==> src/rtl/core/assert_macros.svh <==
// Assertion helpers shared by the core RTL.
// Define ASSERT_OFF to compile every check away.
`ifndef ASSERT_MACROS_SVH
`define ASSERT_MACROS_SVH
`ifndef ASSERT_OFF
// prop must hold at every clock edge out of reset
`define ASSERT_ALWAYS(lbl, clk, rstn, prop, msg) \
    lbl: assert property (@(posedge clk) disable iff (!rstn) (prop)) else $error(msg);
// whenever ante holds, cons must hold in the same cycle
`define ASSERT_IMPLIES(lbl, clk, rstn, ante, cons, msg) \
    lbl: assert property (@(posedge clk) disable iff (!rstn) (ante) |-> (cons)) else $error(msg);
`else
`define ASSERT_ALWAYS(lbl, clk, rstn, prop, msg)
`define ASSERT_IMPLIES(lbl, clk, rstn, ante, cons, msg)
`endif
`endif

==> src/rtl/core/rbsh_pkg.sv <==
package rbsh_pkg;

    // coordinate format, signed Q16.16
    localparam int CoordW  = 32;
    localparam int FracW   = 16;
    // t = c - o
    localparam int TW      = CoordW + 1;
    // t*d product and its three-way sum
    localparam int MW      = TW + CoordW;
    localparam int SW      = MW + 2;
    // magnitude of a non-negative projection
    localparam int PW      = 2 * CoordW - 14;
    localparam int PSplit  = (PW + 1) / 2;
    localparam int PLW     = CoordW + PSplit + 1;
    localparam int FW      = CoordW + PW + 1;
    // closest point clamps
    localparam int QClampSh = 50;
    localparam int EClampSh = 30;
    localparam int EDW     = QClampSh + 3;
    localparam int EW      = EClampSh + 2;
    localparam int SqW     = 2 * (EW - 1);
    localparam int D2W     = SqW + 2;
    // radius path
    localparam int BaseW   = 17;
    localparam int ScaleW  = 16;
    localparam int KindW   = 3;
    localparam int RPW     = BaseW + ScaleW;
    localparam int RW      = RPW - 8;
    localparam int R2W     = 2 * RW;
    // square root pipeline
    localparam int SqSteps = R2W / 2;
    localparam int XW      = R2W + 1;
    localparam int DW      = PW + 2;
    // decoupling queue
    localparam int QDepth  = 4;
    localparam int QAW     = $clog2(QDepth);
    localparam int QCntW   = QAW + 1;
    // register file
    localparam int DataW   = 32;
    localparam int AddrW   = 5;

    typedef enum logic [2:0] {
        REG_CENTER_X = 3'd0,
        REG_CENTER_Y = 3'd1,
        REG_CENTER_Z = 3'd2,
        REG_SCALE    = 3'd3,
        REG_KIND     = 3'd4
    } reg_idx_t;

    typedef enum logic [KindW-1:0] {
        SHP_SPHERE   = 3'd0,
        SHP_CYLINDER = 3'd1,
        SHP_CUBE     = 3'd2,
        SHP_TETRA    = 3'd3,
        SHP_PLANE    = 3'd4
    } shape_t;

    typedef struct packed {
        logic signed [CoordW-1:0] center_x;
        logic signed [CoordW-1:0] center_y;
        logic signed [CoordW-1:0] center_z;
        logic [ScaleW-1:0]        uniform_scale;
        logic [KindW-1:0]         shape_kind;
    } cfg_t;

    // classified item handed from front to back
    typedef struct packed {
        logic                     miss;
        logic [PW-1:0]            p;
        logic signed [TW-1:0]     tx;
        logic signed [TW-1:0]     ty;
        logic signed [TW-1:0]     tz;
        logic signed [CoordW-1:0] dx;
        logic signed [CoordW-1:0] dy;
        logic signed [CoordW-1:0] dz;
    } qitem_t;

    // base radius per shape, Q16.16
    function automatic logic [BaseW-1:0] base_radius(input logic [KindW-1:0] kind);
        logic [BaseW-1:0] r;
        case (shape_t'(kind))
            SHP_SPHERE:   r = BaseW'(65536);
            SHP_CYLINDER: r = BaseW'(78643);
            SHP_CUBE:     r = BaseW'(113508);
            SHP_TETRA:    r = BaseW'(98304);
            SHP_PLANE:    r = BaseW'(92668);
            default:      r = BaseW'(98304);
        endcase
        return r;
    endfunction

endpackage

==> src/rtl/core/rbsh_queue.sv <==
`include "assert_macros.svh"

module rbsh_queue import rbsh_pkg::*;
(
    input  logic   clk,
    input  logic   rst_n,
    input  logic   push,
    input  qitem_t wr_item,
    input  logic   pop,
    output qitem_t head,
    output logic   full,
    output logic   empty
);

    qitem_t           mem_reg [QDepth];
    logic [QAW-1:0]   wp_reg, rp_reg;
    logic [QCntW-1:0] cnt_reg;

    assign full  = (cnt_reg == QCntW'(QDepth));
    assign empty = (cnt_reg == '0);
    assign head  = mem_reg[rp_reg];

    // pointers and fill count
    always_ff @(posedge clk or negedge rst_n)
    begin
        if (!rst_n)
        begin
            wp_reg  <= '0;
            rp_reg  <= '0;
            cnt_reg <= '0;
        end
        else
        begin
            if (push)
                wp_reg <= wp_reg + 1'b1;
            if (pop)
                rp_reg <= rp_reg + 1'b1;
            if (push && !pop)
                cnt_reg <= cnt_reg + 1'b1;
            else if (pop && !push)
                cnt_reg <= cnt_reg - 1'b1;
        end
    end

    always_ff @(posedge clk)
    begin
        if (push)
            mem_reg[wp_reg] <= wr_item;
    end

    `ASSERT_ALWAYS(a_q_bound, clk, rst_n, cnt_reg <= QCntW'(QDepth), "queue overfilled")
    `ASSERT_IMPLIES(a_q_push_full, clk, rst_n, full, !push, "push into full queue")

endmodule

==> config.mk <==
export PLATFORM = sky130hd
export DESIGN_NAME = rbsh_queue
export DESIGN_NICKNAME = d
export VERILOG_FILES = /design/src/rtl/core/rbsh_pkg.sv /design/src/rtl/core/rbsh_queue.sv
export VERILOG_INCLUDE_DIRS = /design/src /design/src/rtl/core
export SDC_FILE = /design/constraint.sdc
export NUM_CORES = 1
export LEC_CHECK = 0
export ABC_AREA = 1
export BUFFER_PORTS_ARGS = -buffer_cell sky130_fd_sc_hd__buf_2
export CAP_MARGIN = 0
export CORE_MARGIN = 1.5
export CORE_UTILIZATION = 60
export CTS_CLUSTER_DIAMETER = 80
export DETAILED_ROUTE_END_ITERATION = 10
export HOLD_SLACK_MARGIN = 0.03
export PLACE_DENSITY = 0.85
export SLEW_MARGIN = 20
export SYNTH_ARGS = -nofsm -noshare
export SYNTH_HDL_FRONTEND = slang
export SYNTH_SLANG_ARGS = --single-unit
==> constraint.sdc <==
create_clock -name clk -period 18.68 [get_ports clk]
set_input_delay 1.868 -clock clk [delete_from_list [all_inputs] [get_ports clk]]
set_output_delay 1.868 -clock clk [all_outputs]
set_load 0.02 [all_outputs]
==> results of run 1 <==
power by group through the flow:
stage                     Combinational, mW  Clock, mW  Sequential (mW)
after floorplan                        1.97          0             3.12
after CTS                              2.76       1.91             3.06
after detailed placement               2.72          0             3.10
final                                  2.76       1.89             3.06
after global routing                   2.96       2.00             3.10
after global placement                 2.66          0             3.08
cells in the mapped netlist, drive strengths merged:
library cell and n:
buf 143, xnor2 1, dfrtp 7, o21ai 1, fa 1, nand4 1, inv 504, o211ai 492
nor3 2, edfxtp 984, xor2 3, clkbuf 22, nand3 1, nand2 751, ha 5
cells in the final DEF (no fill, tap or decap), types with 2 or more instances in the layout:
cell,n
edfxtp_1,984
nand2_1,751
inv_1,499
buf_2,497
o211ai_1,462
clkbuf_16,97
diode_2,33
o211ai_2,30
clkbuf_1,25
buf_4,19
clkinv_1,16
clkinv_2,14
bufinv_16,8
inv_8,6
ha_1,5
dfrtp_1,5
inv_6,4
xor2_1,3
clkinv_16,3
clkinvlp_4,3
nor3_1,2
inv_16,2
dfrtp_4,2
path summary, 6_finish.rpt:
check,from,endpoint,cells after the start,slack [ns]
min in group asynchronous,rst_n,wp_reg[1]$_DFFE_PN0P_,1,1.05
hold reg to reg,cnt_reg[2]$_DFFE_PN0P_,cnt_reg[2]$_DFFE_PN0P_,2,0.50
setup reg to reg,wp_reg[0]$_DFFE_PN0P_,mem_reg[2][140]$_DFFE_PP_,6,14.96
max in group asynchronous,rst_n,cnt_reg[2]$_DFFE_PN0P_,1,17.44
hold / removal,cnt_reg[2]$_DFFE_PN0P_,cnt_reg[2]$_DFFE_PN0P_,2,0.50
setup / recovery,rp_reg[0]$_DFFE_PN0P_,head[135],7,11.83
per-layer routing:
metal	share of wire	vias up	GRT usage
met5	0.0022	-	0
met1	0.35	11639	0.2942
met4	0.051	30	0.1308
met3	0.084	278	0.06014
li1	-	11128	-
met2	0.51	1127	0.4393
final cells by class:
cell class              instances  area share
well taps                     855     0.02358
flip-flops and latches        991      0.6553
repair buffers                517     0.05841
clock inverters                52     0.01274
inverters                     504     0.04253
multi-input cells            1258      0.1500
clock buffers                 122     0.05557
diodes                         33    0.001820
critical path: stages, from the launching register on:
cell	delay, ns
dfrtp_4	0.99
buf_4	0.90
buf_4	0.91
buf_4	0.81
nand2_1	0.13
o211ai_1	0.13
nand2_1	0.11
buf_2	0.17
metrics by stage:
stage                     power (mW)  instance area [µm²]  worst slack [ns]  hold WS, ns
after global placement         5.740                42190             12.72       0.4865
after global routing           8.056                45340             11.48       0.5458
after detailed placement       5.825                42190             12.57       0.4960
after CTS                      7.740                45290             11.84       0.5100
final                          7.716                45370             11.83       0.5045
after floorplan                5.090                39510             11.17       0.4634
cell families after synthesis:
group	Yosys count	share of synthesized area
flops	991	0.7523
compound gates	493	0.09742
buf+inv	669	0.07537
simple gates	755	0.07189
xor+xnor	4	0.0008869
fa+ha+maj	6	0.002090
==> impl_metrics.yaml, run 1 <==
pwr:
  pwr-share-clk: 0.245
  combPwrFrac: 0.358
  p_int_mw: 4.743
  swShare: 0.3852
  power_density_nw_per_um2: 170.1
  pwr-share-seq: 0.397
  leakagePower_nw: 18.11
  p_sw_mw: 2.972
  ir_worst_vdd_v: 0.0001465
place:
  place_congestion: 0.7893
  dpl.hpwl_mm: 50.02
  dpl.cell_count: 4125
  portBuffers: 497
layout:
  nNetsFinal: 3623
  final_util: 0.7000
  fillers: 3905
  finalNonFillerCells: 4332
  multiInputGateArea_um2: 6807
  largest_reg_flops: 984
  seqCellArea_um2: 29730
  drive_gt1_frac: 0.1995
  area_growth_pct: 14.83
worst_setup_path:
  crit_path_end_kind: "output port"
  required_ns: 16.81
  critPathArrivalTime_ns: 4.98
  critPathMaxFanout: 111
  critPathLaunchType: "register"
  path_class: "reg -> out"
clock_network:
  cts_root_buffer: "clkbuf_16"
  path_clk_slew_ns: 0.06
  insertion_delay_ns: 0.65
  cts_buffer_depth: 3
  numClockSinks: 991
  cts_setup_buffers: 0
  cts_resized: 0
  cts_max_level: 3
  hold_buffers: 0
  cts_made_buffers: 95
  cts_tree: "done"
logic_synthesis:
  syn_area_per_cell_um2: 13.54
  ys_seq_elements: 991
  yosysWarnings: 0
  synth_area_um2: 39510
  synth_area_leader_cell: "edfxtp_1"
  synth_top_area_share: 0.7479
  synth_cell_types: 19
  synth_area_leaders: "edfxtp_1 (75%), o211ai_1 (8.8%), nand2_1 (7.1%)"
  seq_area_frac_synth: 0.7523
  syn-num-nets: 3174
  syn-instance-count: 2918
detailed_routing:
  wl_per_cell_um: 20.22
  drt_iter0_markers: 2344
  dr.pass1.iters: 8
  vias: 24202
  totalWireLength_mm: 87.59
  drc: 0
  ant_nets: 0
  viasPerCell: 5.587
grt:
  globalRouteOverflowTotal: 0
  grt_usage: 0.2534
  grt_max_degree: 268
  first_global_vias: 23644
  grt_pass1_wl_mm: 130.2
  antenna_found_initial: 42
timing:
  period_minus_slack_ns: 6.847
  post-route-period-util: 0.3665
  finalHoldViolations: 0
  rsz0062_at_grt: "no"
  maxSlewHeadroom: 0.1401
  tightest_slew_ns: 1.290
  tns_ns: 0
  slew_viol_final: 0
  fmax_mhz: 146.1
  fin_skew_ns: 0.03439
  setup_violations: 0
run:
  drv_cap: 0
floorplan:
  die_h_um: 259.6
  std_cell_rows: 93
  coreArea_um2: 64810
  start_util: 0.6096
  io_pins: 498
  die_x_um: 259.6
  design.die.area_um2: 67390
status:
  status: "completed"
hold_path:
  min_path_type: "reg -> reg"
Note: power is estimated with default switching activity, not from simulation.
==> run 2, diff against run 1 <==
- CORE_UTILIZATION: 60 -> 58
- PLACE_DENSITY: 0.85 -> 0.83
- clock period: 18.68 -> 6.75 ns (I/O delays scaled with it)
==> run 2 against run 1 <==
Against the previous run: wire length fell by 5.4%; design area grew 0.49%; flip-flop and latch count unchanged.
==> impl_metrics.yaml, run 2 (same netlist as run 1, synthesis figures left out) <==
place:
  placed_cell_area_um2: 42310
  place_congestion: 0.8417
  dpl.hpwl_mm: 48.30
  dp_slack_ns: 3.081
  portBuffers: 497
  dpl.cell_count: 4147
detailed_routing:
  ant_nets: 0
  totalWireLength_mm: 82.88
  vias: 23612
  viasPerCell: 5.422
  dr.pass1.iters: 6
  drt_iter0_markers: 2081
  wl_per_cell_um: 19.03
  drc: 0
layout:
  area_growth_pct: 15.40
  mostFrequentLayoutCells: "edfxtp_1 (984), nand2_1 (751), inv_1 (499)"
  final_util: 0.6777
  finalNonFillerCells: 4355
  fin_area_um2: 45590
  final_common_cell: "edfxtp_1"
  drive_gt1_frac: 0.2018
  nNetsFinal: 3629
  largest_reg_flops: 984
  fillers: 4310
hold_path:
  min_path_type: "in -> reg"
  hold_end: "rp_reg[0]$_DFFE_PN0P_"
  min_delay_path_depth: 2
  hp-start: "pop"
timing:
  post-route-period-util: 0.6447
  maxSlewHeadroom: 0.2759
  finalHoldViolations: 0
  tns_ns: 0
  fmax_mhz: 229.8
  tightest_slew_ns: 1.086
  rsz0062_at_grt: "no"
  fin_skew_ns: 0.02261
  slew_viol_final: 0
  setup_violations: 0
  period_minus_slack_ns: 4.352
  worst_hold_slack_ns: 0.2492
  fin_ws_ns: 2.398
worst_setup_path:
  r2r_start: "wp_reg[0]$_DFFE_PN0P_"
  critPathArrivalTime_ns: 3.68
  crit_path_end_kind: "output port"
  r2r_cells: 5
  required_ns: 6.07
  critPathLaunchType: "register"
  reg2reg_slack_ns: 4.13
  path_class: "reg -> out"
  reg2reg_to: "mem_reg[2][89]$_DFFE_PP_"
  critPathMaxFanout: 68
clock_network:
  cts_buffer_depth: 3
  path_clk_slew_ns: 0.06
  hold_buffers: 1
  insertion_delay_ns: 0.63
  cts_resized: 0
  cts_made_buffers: 96
  cts_root_buffer: "clkbuf_16"
  cts_max_level: 3
  cts_tree: "done"
  numClockSinks: 991
  cts_setup_buffers: 0
floorplan:
  coreArea_um2: 67280
  die_x_um: 264.0
  start_util: 0.5872
  io_pins: 498
  std_cell_rows: 95
  die_h_um: 264.0
  design.die.area_um2: 69690
grt:
  globalRouteOverflowTotal: 0
  first_global_vias: 22982
  antenna_found_initial: 39
  grt_max_degree: 227
  grt_pass1_wl_mm: 125.2
  grt_usage: 0.2327
pwr:
  ir_worst_vdd_v: 0.0004328
  p_total_mw: 21.38
  leakagePower_nw: 18.21
  power_density_nw_per_um2: 468.9
run:
  drv_cap: 0
status:
  status: "completed"
==> run 2: area by class of cell <==
class	count	area (µm²)	area share
multi-input combinational	1258	6807	0.1493
clock inverter	61	698.2	0.01531
tap	873	1092	0.02396
inverter	504	1929	0.04232
sequential	991	29730	0.6521
timing repair buffer	522	2765	0.06065
antenna	33	82.58	0.001811
clock buffer	113	2487	0.05456
==> run 2: where the power goes <==
part	internal (mW)	total [mW]	switching (mW)	leakage, nW
Clock	3.14	5.35	2.20	1.56
Combinational	2.13	7.57	5.45	7.53
Sequential	8.06	8.46	0.400	9.12
Total	13.3	21.4	8.05	18.2
==> run 2: critical path: stages (launching register included) <==
cell and delay, ns:
dfrtp_4 0.84, buf_4 0.76, buf_4 0.80, o211ai_1 0.26
nand2_1 0.12, buf_2 0.16
==> run 2: worst max-delay path by stage <==
stage                                     start                      end  slack (ns)  cells past startpoint
after floorplan                            push  mem_reg[1][0]$_DFFE_PP_        0.43                      3
after global placement    rp_reg[1]$_DFFE_PN0P_                head[135]        3.11                      5
after detailed placement  rp_reg[1]$_DFFE_PN0P_                head[184]        3.08                      5
after CTS                 rp_reg[1]$_DFFE_PN0P_                head[184]        2.34                      5
after global routing      rp_reg[1]$_DFFE_PN0P_                head[126]        2.20                      5
final                     rp_reg[1]$_DFFE_PN0P_                head[184]        2.40                      5
==> run 2: routing by layer <==
metal | global-route usage | wire length (µm) | vias to the layer above
met2 | 0.3959 | 41980 | 878
met5 | 0 | 150 | -
li1 | - | - | 11154
met3 | 0.05611 | 6141 | 258
met1 | 0.2736 | 30570 | 11298
met4 | 0.1266 | 4036 | 24
