`src/rtl/core/assert_macros.svh`:
```
// Assertion helpers shared by the core RTL.
// Define ASSERT_OFF to compile every check away.
`ifndef ASSERT_MACROS_SVH
`define ASSERT_MACROS_SVH
`ifndef ASSERT_OFF
// prop must hold at every clock edge out of reset
`define ASSERT_ALWAYS(lbl, clk, rstn, prop, msg) \
    lbl: assert property (@(posedge clk) disable iff (!rstn) (prop)) else $error(msg);
// whenever ante holds, cons must hold in the same cycle
`define ASSERT_IMPLIES(lbl, clk, rstn, ante, cons, msg) \
    lbl: assert property (@(posedge clk) disable iff (!rstn) (ante) |-> (cons)) else $error(msg);
`else
`define ASSERT_ALWAYS(lbl, clk, rstn, prop, msg)
`define ASSERT_IMPLIES(lbl, clk, rstn, ante, cons, msg)
`endif
`endif

```
`src/rtl/core/rbsh_pkg.sv`:
```
package rbsh_pkg;

    // coordinate format, signed Q16.16
    localparam int CoordW  = 32;
    localparam int FracW   = 16;
    // t = c - o
    localparam int TW      = CoordW + 1;
    // t*d product and its three-way sum
    localparam int MW      = TW + CoordW;
    localparam int SW      = MW + 2;
    // magnitude of a non-negative projection
    localparam int PW      = 2 * CoordW - 14;
    localparam int PSplit  = (PW + 1) / 2;
    localparam int PLW     = CoordW + PSplit + 1;
    localparam int FW      = CoordW + PW + 1;
    // closest point clamps
    localparam int QClampSh = 50;
    localparam int EClampSh = 30;
    localparam int EDW     = QClampSh + 3;
    localparam int EW      = EClampSh + 2;
    localparam int SqW     = 2 * (EW - 1);
    localparam int D2W     = SqW + 2;
    // radius path
    localparam int BaseW   = 17;
    localparam int ScaleW  = 16;
    localparam int KindW   = 3;
    localparam int RPW     = BaseW + ScaleW;
    localparam int RW      = RPW - 8;
    localparam int R2W     = 2 * RW;
    // square root pipeline
    localparam int SqSteps = R2W / 2;
    localparam int XW      = R2W + 1;
    localparam int DW      = PW + 2;
    // decoupling queue
    localparam int QDepth  = 4;
    localparam int QAW     = $clog2(QDepth);
    localparam int QCntW   = QAW + 1;
    // register file
    localparam int DataW   = 32;
    localparam int AddrW   = 5;

    typedef enum logic [2:0] {
        REG_CENTER_X = 3'd0,
        REG_CENTER_Y = 3'd1,
        REG_CENTER_Z = 3'd2,
        REG_SCALE    = 3'd3,
        REG_KIND     = 3'd4
    } reg_idx_t;

    typedef enum logic [KindW-1:0] {
        SHP_SPHERE   = 3'd0,
        SHP_CYLINDER = 3'd1,
        SHP_CUBE     = 3'd2,
        SHP_TETRA    = 3'd3,
        SHP_PLANE    = 3'd4
    } shape_t;

    typedef struct packed {
        logic signed [CoordW-1:0] center_x;
        logic signed [CoordW-1:0] center_y;
        logic signed [CoordW-1:0] center_z;
        logic [ScaleW-1:0]        uniform_scale;
        logic [KindW-1:0]         shape_kind;
    } cfg_t;

    // classified item handed from front to back
    typedef struct packed {
        logic                     miss;
        logic [PW-1:0]            p;
        logic signed [TW-1:0]     tx;
        logic signed [TW-1:0]     ty;
        logic signed [TW-1:0]     tz;
        logic signed [CoordW-1:0] dx;
        logic signed [CoordW-1:0] dy;
        logic signed [CoordW-1:0] dz;
    } qitem_t;

    // base radius per shape, Q16.16
    function automatic logic [BaseW-1:0] base_radius(input logic [KindW-1:0] kind);
        logic [BaseW-1:0] r;
        case (shape_t'(kind))
            SHP_SPHERE:   r = BaseW'(65536);
            SHP_CYLINDER: r = BaseW'(78643);
            SHP_CUBE:     r = BaseW'(113508);
            SHP_TETRA:    r = BaseW'(98304);
            SHP_PLANE:    r = BaseW'(92668);
            default:      r = BaseW'(98304);
        endcase
        return r;
    endfunction

endpackage

```
`src/rtl/core/rbsh_regs.sv`:
```
module rbsh_regs import rbsh_pkg::*;
(
    input  logic             clk,
    input  logic             rst_n,
    input  logic             psel,
    input  logic             penable,
    input  logic             pwrite,
    input  logic [AddrW-1:0] paddr,
    input  logic [DataW-1:0] pwdata,
    output logic [DataW-1:0] prdata,
    output logic             pready,
    output cfg_t             cfg
);

    cfg_t     cfg_reg;
    reg_idx_t idx;
    logic     wr_en;

    assign pready = 1'b1;
    assign idx    = reg_idx_t'(paddr[AddrW-1:2]);
    assign wr_en  = psel && penable && pwrite;
    assign cfg    = cfg_reg;

    // register writes; unmapped indexes are dropped
    always_ff @(posedge clk or negedge rst_n)
    begin
        if (!rst_n)
        begin
            cfg_reg.center_x      <= '0;
            cfg_reg.center_y      <= '0;
            cfg_reg.center_z      <= '0;
            cfg_reg.uniform_scale <= ScaleW'(256);
            cfg_reg.shape_kind    <= '0;
        end
        else if (wr_en)
        begin
            case (idx)
                REG_CENTER_X: cfg_reg.center_x      <= CoordW'(pwdata);
                REG_CENTER_Y: cfg_reg.center_y      <= CoordW'(pwdata);
                REG_CENTER_Z: cfg_reg.center_z      <= CoordW'(pwdata);
                REG_SCALE:    cfg_reg.uniform_scale <= pwdata[ScaleW-1:0];
                REG_KIND:     cfg_reg.shape_kind    <= pwdata[KindW-1:0];
                default:      ;
            endcase
        end
    end

    // read mux
    always_comb
    begin
        case (idx)
            REG_CENTER_X: prdata = DataW'(cfg_reg.center_x);
            REG_CENTER_Y: prdata = DataW'(cfg_reg.center_y);
            REG_CENTER_Z: prdata = DataW'(cfg_reg.center_z);
            REG_SCALE:    prdata = DataW'(cfg_reg.uniform_scale);
            REG_KIND:     prdata = DataW'(cfg_reg.shape_kind);
            default:      prdata = '0;
        endcase
    end

endmodule

```
`config.mk`:
```
export PLATFORM = sky130hd
export DESIGN_NAME = rbsh_regs
export DESIGN_NICKNAME = d
export VERILOG_FILES = /design/src/rtl/core/assert_macros.svh /design/src/rtl/core/rbsh_pkg.sv /design/src/rtl/core/rbsh_regs.sv
export SDC_FILE = /design/constraint.sdc
export NUM_CORES = 1
export LEC_CHECK = 0
export BUFFER_PORTS_ARGS = -buffer_cell sky130_fd_sc_hd__buf_2
export CORE_ASPECT_RATIO = 1.2
export CORE_MARGIN = 2
export CORE_UTILIZATION = 56
export CTS_BUF_LIST = sky130_fd_sc_hd__clkbuf_8
export DETAILED_ROUTE_END_ITERATION = 8
export PLACE_DENSITY_LB_ADDON = 0.15
export SLEW_MARGIN = 40
export SYNTH_ARGS = -nofsm -noshare
export SYNTH_HDL_FRONTEND = slang
export SYNTH_SLANG_ARGS = --single-unit
```
`constraint.sdc`:
```
create_clock -name clk -period 5.04 [get_ports clk]
set_input_delay 1.008 -clock clk [delete_from_list [all_inputs] [get_ports clk]]
set_output_delay 1.008 -clock clk [all_outputs]
set_load 0.02 [all_outputs]
```
==> out/results.ini, run 1 <==
[worst_setup_path]
reg2reg_slack_ns = 4.24
crit_path_start_kind = input pin
crit_required_ns = 4.03
critPathKind = in2out
end_kind = primary output
crit_path_max_fanout = 20
arrival_ns = 2.72

[detailed_routing]
finalWirelength_um = 13200
via_count = 3866
first_iter_violations = 122
ant_nets = 0
wl_per_cell_um = 18.9
firstDrtPassIters = 4
drc = 0
viasPerCell = 5.55

[synth]
yosysUniqueCellTypes = 24
netlist_instances = 374
ys_seq_area_share_pct = 52.6
yosys_warnings = 0
synth_area_um2 = 5470
synth_nets = 416
ys_seq_elements = 115
yosys-top-cells-area = dfrtp_1 (52%), mux2_2 (18%), mux2_4 (8.2%)
yosys.area.top_type = dfrtp_1
syn_avg_cell_area_um2 = 14.6
synth_top_area_share_pct = 52.1

[sta]
worstMarginPinSlew_ns = 0.809
fin_crit_sh_pct = 74.1
finalSetupViolCount = 0
maxSlewHeadroom_pct = 46.0
period_minus_slack_ns = 3.73
fin_tns_setup_ns = 0
drv_slew = 0
rsz0062_at_grt = false
skew_ns = 0
fmax_ghz = 0.268
hold_viol = 0

[cells_and_area]
diodes = 0
nets = 603
drive_above_1_share_pct = 66.2
multi_input_area_um2 = 2410
seq_area_um2 = 2880
final_common_cell = buf_2
stdcell_count = 697
syn_to_final_growth_pct = 26.1
final_cell_mix = buf_2 (185), dfrtp_1 (114), mux2_2 (88)
fillers = 667
largest_reg_flops = 115

[floorplanning]
num_io_pins = 190
initial_core_util_pct = 57.5
fp.dieW_um = 94.3
core_area_um2 = 9520
die_h_um = 112
dieArea_um2 = 10600
rows = 39

[clocking]
worstSkewPairLatency_ns = 0.43
cts_setup_buffers = 0
clkSinkCount = 115
cts_tree = built
clockBufferDepth = 2
cts-htree-levels = 4
cts_resized = 0
root_buffer = clkbuf_8
cts_made_buffers = 17
postCtsHoldBufs = 0
path_clk_slew_ns = 0.07

[global_routing]
grt-ovfl-total = 0
grt_pass1_wl_um = 20600
grt_usage_pct = 25.8
grt_start_max_net_pins = 78
antenna_found_initial = 0
grt_pass1_vias = 3926

[placed_design]
place.gp.congestion = 0.766
placedCellCount = 665
hpwlAfterDp_um = 8820
place.port_buffers = 186

[status]
outcome = finished clean

[pwr]
ir_drop_uv = 257
power_density_nw_per_um2 = 437
p_leak_nw = 3.58

[flow_run]
maxCapViolations = 0

[hold_path]
hp-class = reg2reg

-- cell families (layout without fill, tap and decap cells) --
logic type	Yosys count	after routing	synth area share, %
DFF	115	115	52.6
muxes	147	147	34.6
and+or+nand+nor	59	59	6.58
AOI/OAI and AO/OA	25	25	2.49
other	1	1	0.0685
buffers and inverters	27	227	3.66
-- stage by stage --
| step | setup WS, ns | total power, mW | utilization (%) | cell area (µm²) | hold slack [ns] |
|---|---|---|---|---|---|
| 5_1_grt | 1.15 | 3.16 | 72.6 | 6900 | 0.546 |
| 6_report | 1.31 | 3.02 | 72.6 | 6900 | 0.527 |
| 4_1_cts | 1.29 | 3.04 | 72.6 | 6900 | 0.529 |
| 2_1_floorplan | 1.73 | 1.81 | - | 5470 | 0.648 |
| 3_5_place_dp | 1.32 | 2.15 | 68.1 | 6480 | 0.514 |
| 3_3_place_gp | 1.32 | 2.12 | 67.9 | 6460 | 0.504 |
-- path summary, 6_finish.rpt --
kind / start / end / cells after the start
max: paddr[2] / prdata[25] / 6
min: cfg[9] / cfg[9] / 1
max reg2reg: cfg[47] / cfg[47] / 1
min reg2reg: cfg[9] / cfg[9] / 1
max in group asynchronous: rst_n / cfg[29] / 2
min in group asynchronous: rst_n / cfg[108] / 1
-- synth_stat cells, drive strengths merged --
library cell / count
mux2: 118
clkbuf: 10
nor2: 1
dfrtp: 114
o22ai: 3
nor3b: 6
or3: 1
or2: 16
mux2i: 16
mux4: 13
a21oi: 19
a22oi: 3
nand4b: 1
nand3: 1
buf: 17
dfstp: 1
nand2: 17
conb: 1
nor2b: 16
-- per-layer routing --
layer / track usage (%) / part of all wire [%] / up-vias
met5: 0 / 0 / -
met4: 9.28 / 1.6 / 0
met3: 8.46 / 8.0 / 18
met2: 41.7 / 50 / 172
met1: 32.8 / 41 / 1966
li1: - / - / 1710
-- power breakdown --
group | internal [mW] | switching [mW] | total (mW)
registers | 1.11 | 0.141 | 1.25
logic | 0.396 | 0.487 | 0.883
clock network | 0.512 | 0.379 | 0.891
-- worst max-delay path, stage by stage --
cell and delay (ns):
buf_2 0.30, nor2b_1 0.72, buf_4 0.29, nand2_1 0.06, a21oi_1 0.15, buf_2 0.19
-- area by class of cell --
class | count | share of cell area (%)
clock buffer | 19 | 3.79
clock inverter | 13 | 2.30
multi-input combinational | 232 | 35.0
sequential | 115 | 41.7
tap | 123 | 2.23
timing repair buffer | 195 | 15.0
No activity file was read; power rests on OpenSTA's default activity.
==> run 2, diff against run 1 <==
--- a/config.mk
+++ b/config.mk
@@ -8,7 +8,7 @@
 export BUFFER_PORTS_ARGS = -buffer_cell sky130_fd_sc_hd__buf_2
 export CORE_ASPECT_RATIO = 1.2
 export CORE_MARGIN = 2
-export CORE_UTILIZATION = 56
+export CORE_UTILIZATION = 52
 export CTS_BUF_LIST = sky130_fd_sc_hd__clkbuf_8
 export DETAILED_ROUTE_END_ITERATION = 8
 export PLACE_DENSITY_LB_ADDON = 0.15
==> constraint.sdc (replaced) <==
create_clock -name clk -period 3.75 [get_ports clk]
set_input_delay 0.75 -clock clk [delete_from_list [all_inputs] [get_ports clk]]
set_output_delay 0.75 -clock clk [all_outputs]
set_load 0.02 [all_outputs]
==> out/results.ini, run 2 (synthesis results as in run 1) <==
[floorplanning]
num_io_pins = 190  ; unchanged
dieArea_um2 = 11400  ; +7.4%
initial_core_util_pct = 52.8  ; -4.7 points
fp.dieW_um = 97.7  ; +3.6%
die_h_um = 116  ; +3.6%
core_area_um2 = 10400  ; +8.9%
rows = 41  ; +5.1%

[worst_setup_path]
critPathKind = in2out
reg2reg_slack_ns = 2.96  ; -1.28 ns
path_cells = buf_2, buf_12, mux2_2, a21oi_1, o22ai_1, buf_2
crit_buf_inv = 3  ; unchanged
arrival_ns = 2.27  ; -0.45 ns
crit_required_ns = 3.00  ; -1.03 ns
slowest_stage = buf_2
cp.depth = 6  ; unchanged
r2r_cells = 1  ; unchanged
crit_path_start_kind = input pin
cp_common_cell = buf_2
crit_path_max_fanout = 20  ; unchanged
r2r-end = cfg[4]
regToRegStartpoint = cfg[4]
critPathTopFamily = buffers and inverters
end_kind = primary output
cp_slowest_stage_delay_ns = 0.39  ; -0.33 ns

[cells_and_area]
diodes = 0  ; unchanged
fillers = 838  ; +26%
final_cell_mix = buf_2 (185), dfrtp_1 (114), mux2_2 (88)
largest_reg_flops = 115  ; unchanged
nets = 609  ; +1.0%
stdcell_count = 709  ; +1.7%
seq_area_um2 = 2880  ; unchanged
drive_above_1_share_pct = 66.6  ; +0.35 points
multi_input_area_um2 = 2410  ; -0.21%
final_common_cell = buf_2
syn_to_final_growth_pct = 26.6

[global_routing]
antenna_found_initial = 0  ; unchanged
grt-ovfl-total = 0  ; unchanged
grt_pass1_vias = 3836  ; -2.3%
grt_pass1_wl_um = 20300  ; -1.4%
grt_start_max_net_pins = 65  ; -17%
grt_usage_pct = 23.3  ; -2.5 points

[detailed_routing]
ant_nets = 0  ; unchanged
drc = 0  ; unchanged
via_count = 3859  ; -0.18%
top_layer = met4
wl_per_cell_um = 18.3  ; -2.9%
first_iter_violations = 97  ; -20%
route.met3.wl_um = 843  ; -20%
wl_met2_um = 6470  ; -0.77%
firstDrtPassIters = 4  ; unchanged
finalWirelength_um = 13000  ; -1.2%
drt-met1-wl_um = 5550  ; +3.5%
viasPerCell = 5.44  ; -1.9%

[pwr]
p_leak_nw = 3.60  ; +0.59%
ir_drop_uv = 311  ; +21%
net-switching-power_mw = 1.34  ; +33%
p_comb_share_pct = 29.5  ; +0.3 points
clkPwrFrac_pct = 29.2  ; -0.3 points
report.power.total_mw = 4.03  ; +34%
internal-power_mw = 2.69  ; +34%
p_seq_share_pct = 41.4  ; about the same
switching_share_pct = 33.3  ; about the same
power_density_nw_per_um2 = 582  ; +33%

[sta]
fmax_ghz = 0.331
finalSetupViolCount = 0  ; unchanged
maxSlewHeadroom_pct = 50.1  ; +4.1 points
hold_viol = 0  ; unchanged
hold_ws_ns = 0.359  ; -0.168 ns
worstMarginPinSlew_ns = 0.748  ; -0.0604 ns
setup_ws_ns = 0.729  ; -0.579 ns
drv_slew = 0  ; unchanged
rsz0062_at_grt = false
period_minus_slack_ns = 3.02
fin_tns_setup_ns = 0  ; unchanged
fin_crit_sh_pct = 80.6
skew_ns = 0  ; unchanged

[placed_design]
hpwlAfterDp_um = 9120  ; +3.4%
place.port_buffers = 186  ; unchanged
pre_cts_ws_ns = 0.728  ; -0.588 ns
placedCellCount = 677  ; +1.8%
place.gp.congestion = 0.804  ; +5.0%

[hold_path]
hp-class = in2async

[status]
outcome = finished clean

[clocking]
worstSkewPairLatency_ns = 0.41  ; -0.02 ns
cts-htree-levels = 4  ; unchanged
cts_setup_buffers = 0  ; unchanged
clkSinkCount = 115  ; unchanged
cts_tree = built
cts_made_buffers = 17  ; unchanged
clockBufferDepth = 2  ; unchanged
path_clk_slew_ns = 0.07  ; about the same
postCtsHoldBufs = 0  ; unchanged
cts_resized = 0  ; unchanged
root_buffer = clkbuf_8

[flow_run]
maxCapViolations = 0  ; unchanged

==> run 2: cell count changes in the layout (fill, tap and decap cells not counted) <==
cell	delta
clkbuf_8	-1
clkinvlp_4	+1
buf_4	+8
buf_6	-1
clkinv_2	+1
nor2_4	-1
clkinv_4	-1
nor2_2	+1
buf_8	-1
==> run 2: area by class of cell <==
class | count | area share (%)
Clock buffer | 18 | 3.57
Clock inverter | 14 | 2.35
Multi-Input combinational cell | 232 | 34.8
Sequential cell | 115 | 41.5
Tap cell | 129 | 2.33
Timing Repair Buffer | 201 | 15.5
==> run 2: worst max-delay path by stage <==
stage | end | from | slack (ns)
after global placement | prdata[9] | paddr[2] | 0.75
after global routing | prdata[0] | paddr[2] | 0.57
final | prdata[0] | paddr[2] | 0.73
after CTS | prdata[0] | paddr[2] | 0.72
after floorplan | prdata[16] | paddr[3] | 0.95
after detailed placement | prdata[0] | paddr[2] | 0.73
==> run 2: power groups by stage <==
| stage | sequential [mW] | combinational [mW] | clock [mW] |
|---|---|---|---|
| 6_report | 1.67 | 1.19 | 1.18 |
| 5_1_grt | 1.70 | 1.27 | 1.27 |
| 4_1_cts | 1.67 | 1.20 | 1.20 |
| 3_5_place_dp | 1.69 | 1.20 | 0 |
| 3_3_place_gp | 1.67 | 1.18 | 0 |
| 2_1_floorplan | 1.97 | 0.472 | 0 |
==> run 2: per-stage QoR <==
| step | instance area (µm²) | utilization [%] |
|---|---|---|
| 2_1_floorplan | 5470 | - |
| 3_3_place_gp | 6520 | 62.9 |
| 3_5_place_dp | 6520 | 62.9 |
| 4_1_cts | 6930 | 66.9 |
| 5_1_grt | 6930 | 66.9 |
| 6_report | 6930 | 66.9 |
==> run 2: layer usage <==
metal	global-route usage (%)	up-vias
met5	0	-
met4	7.31	0
met3	7.30	11
met1	30.1	1989
met2	38.3	138
li1	-	1721
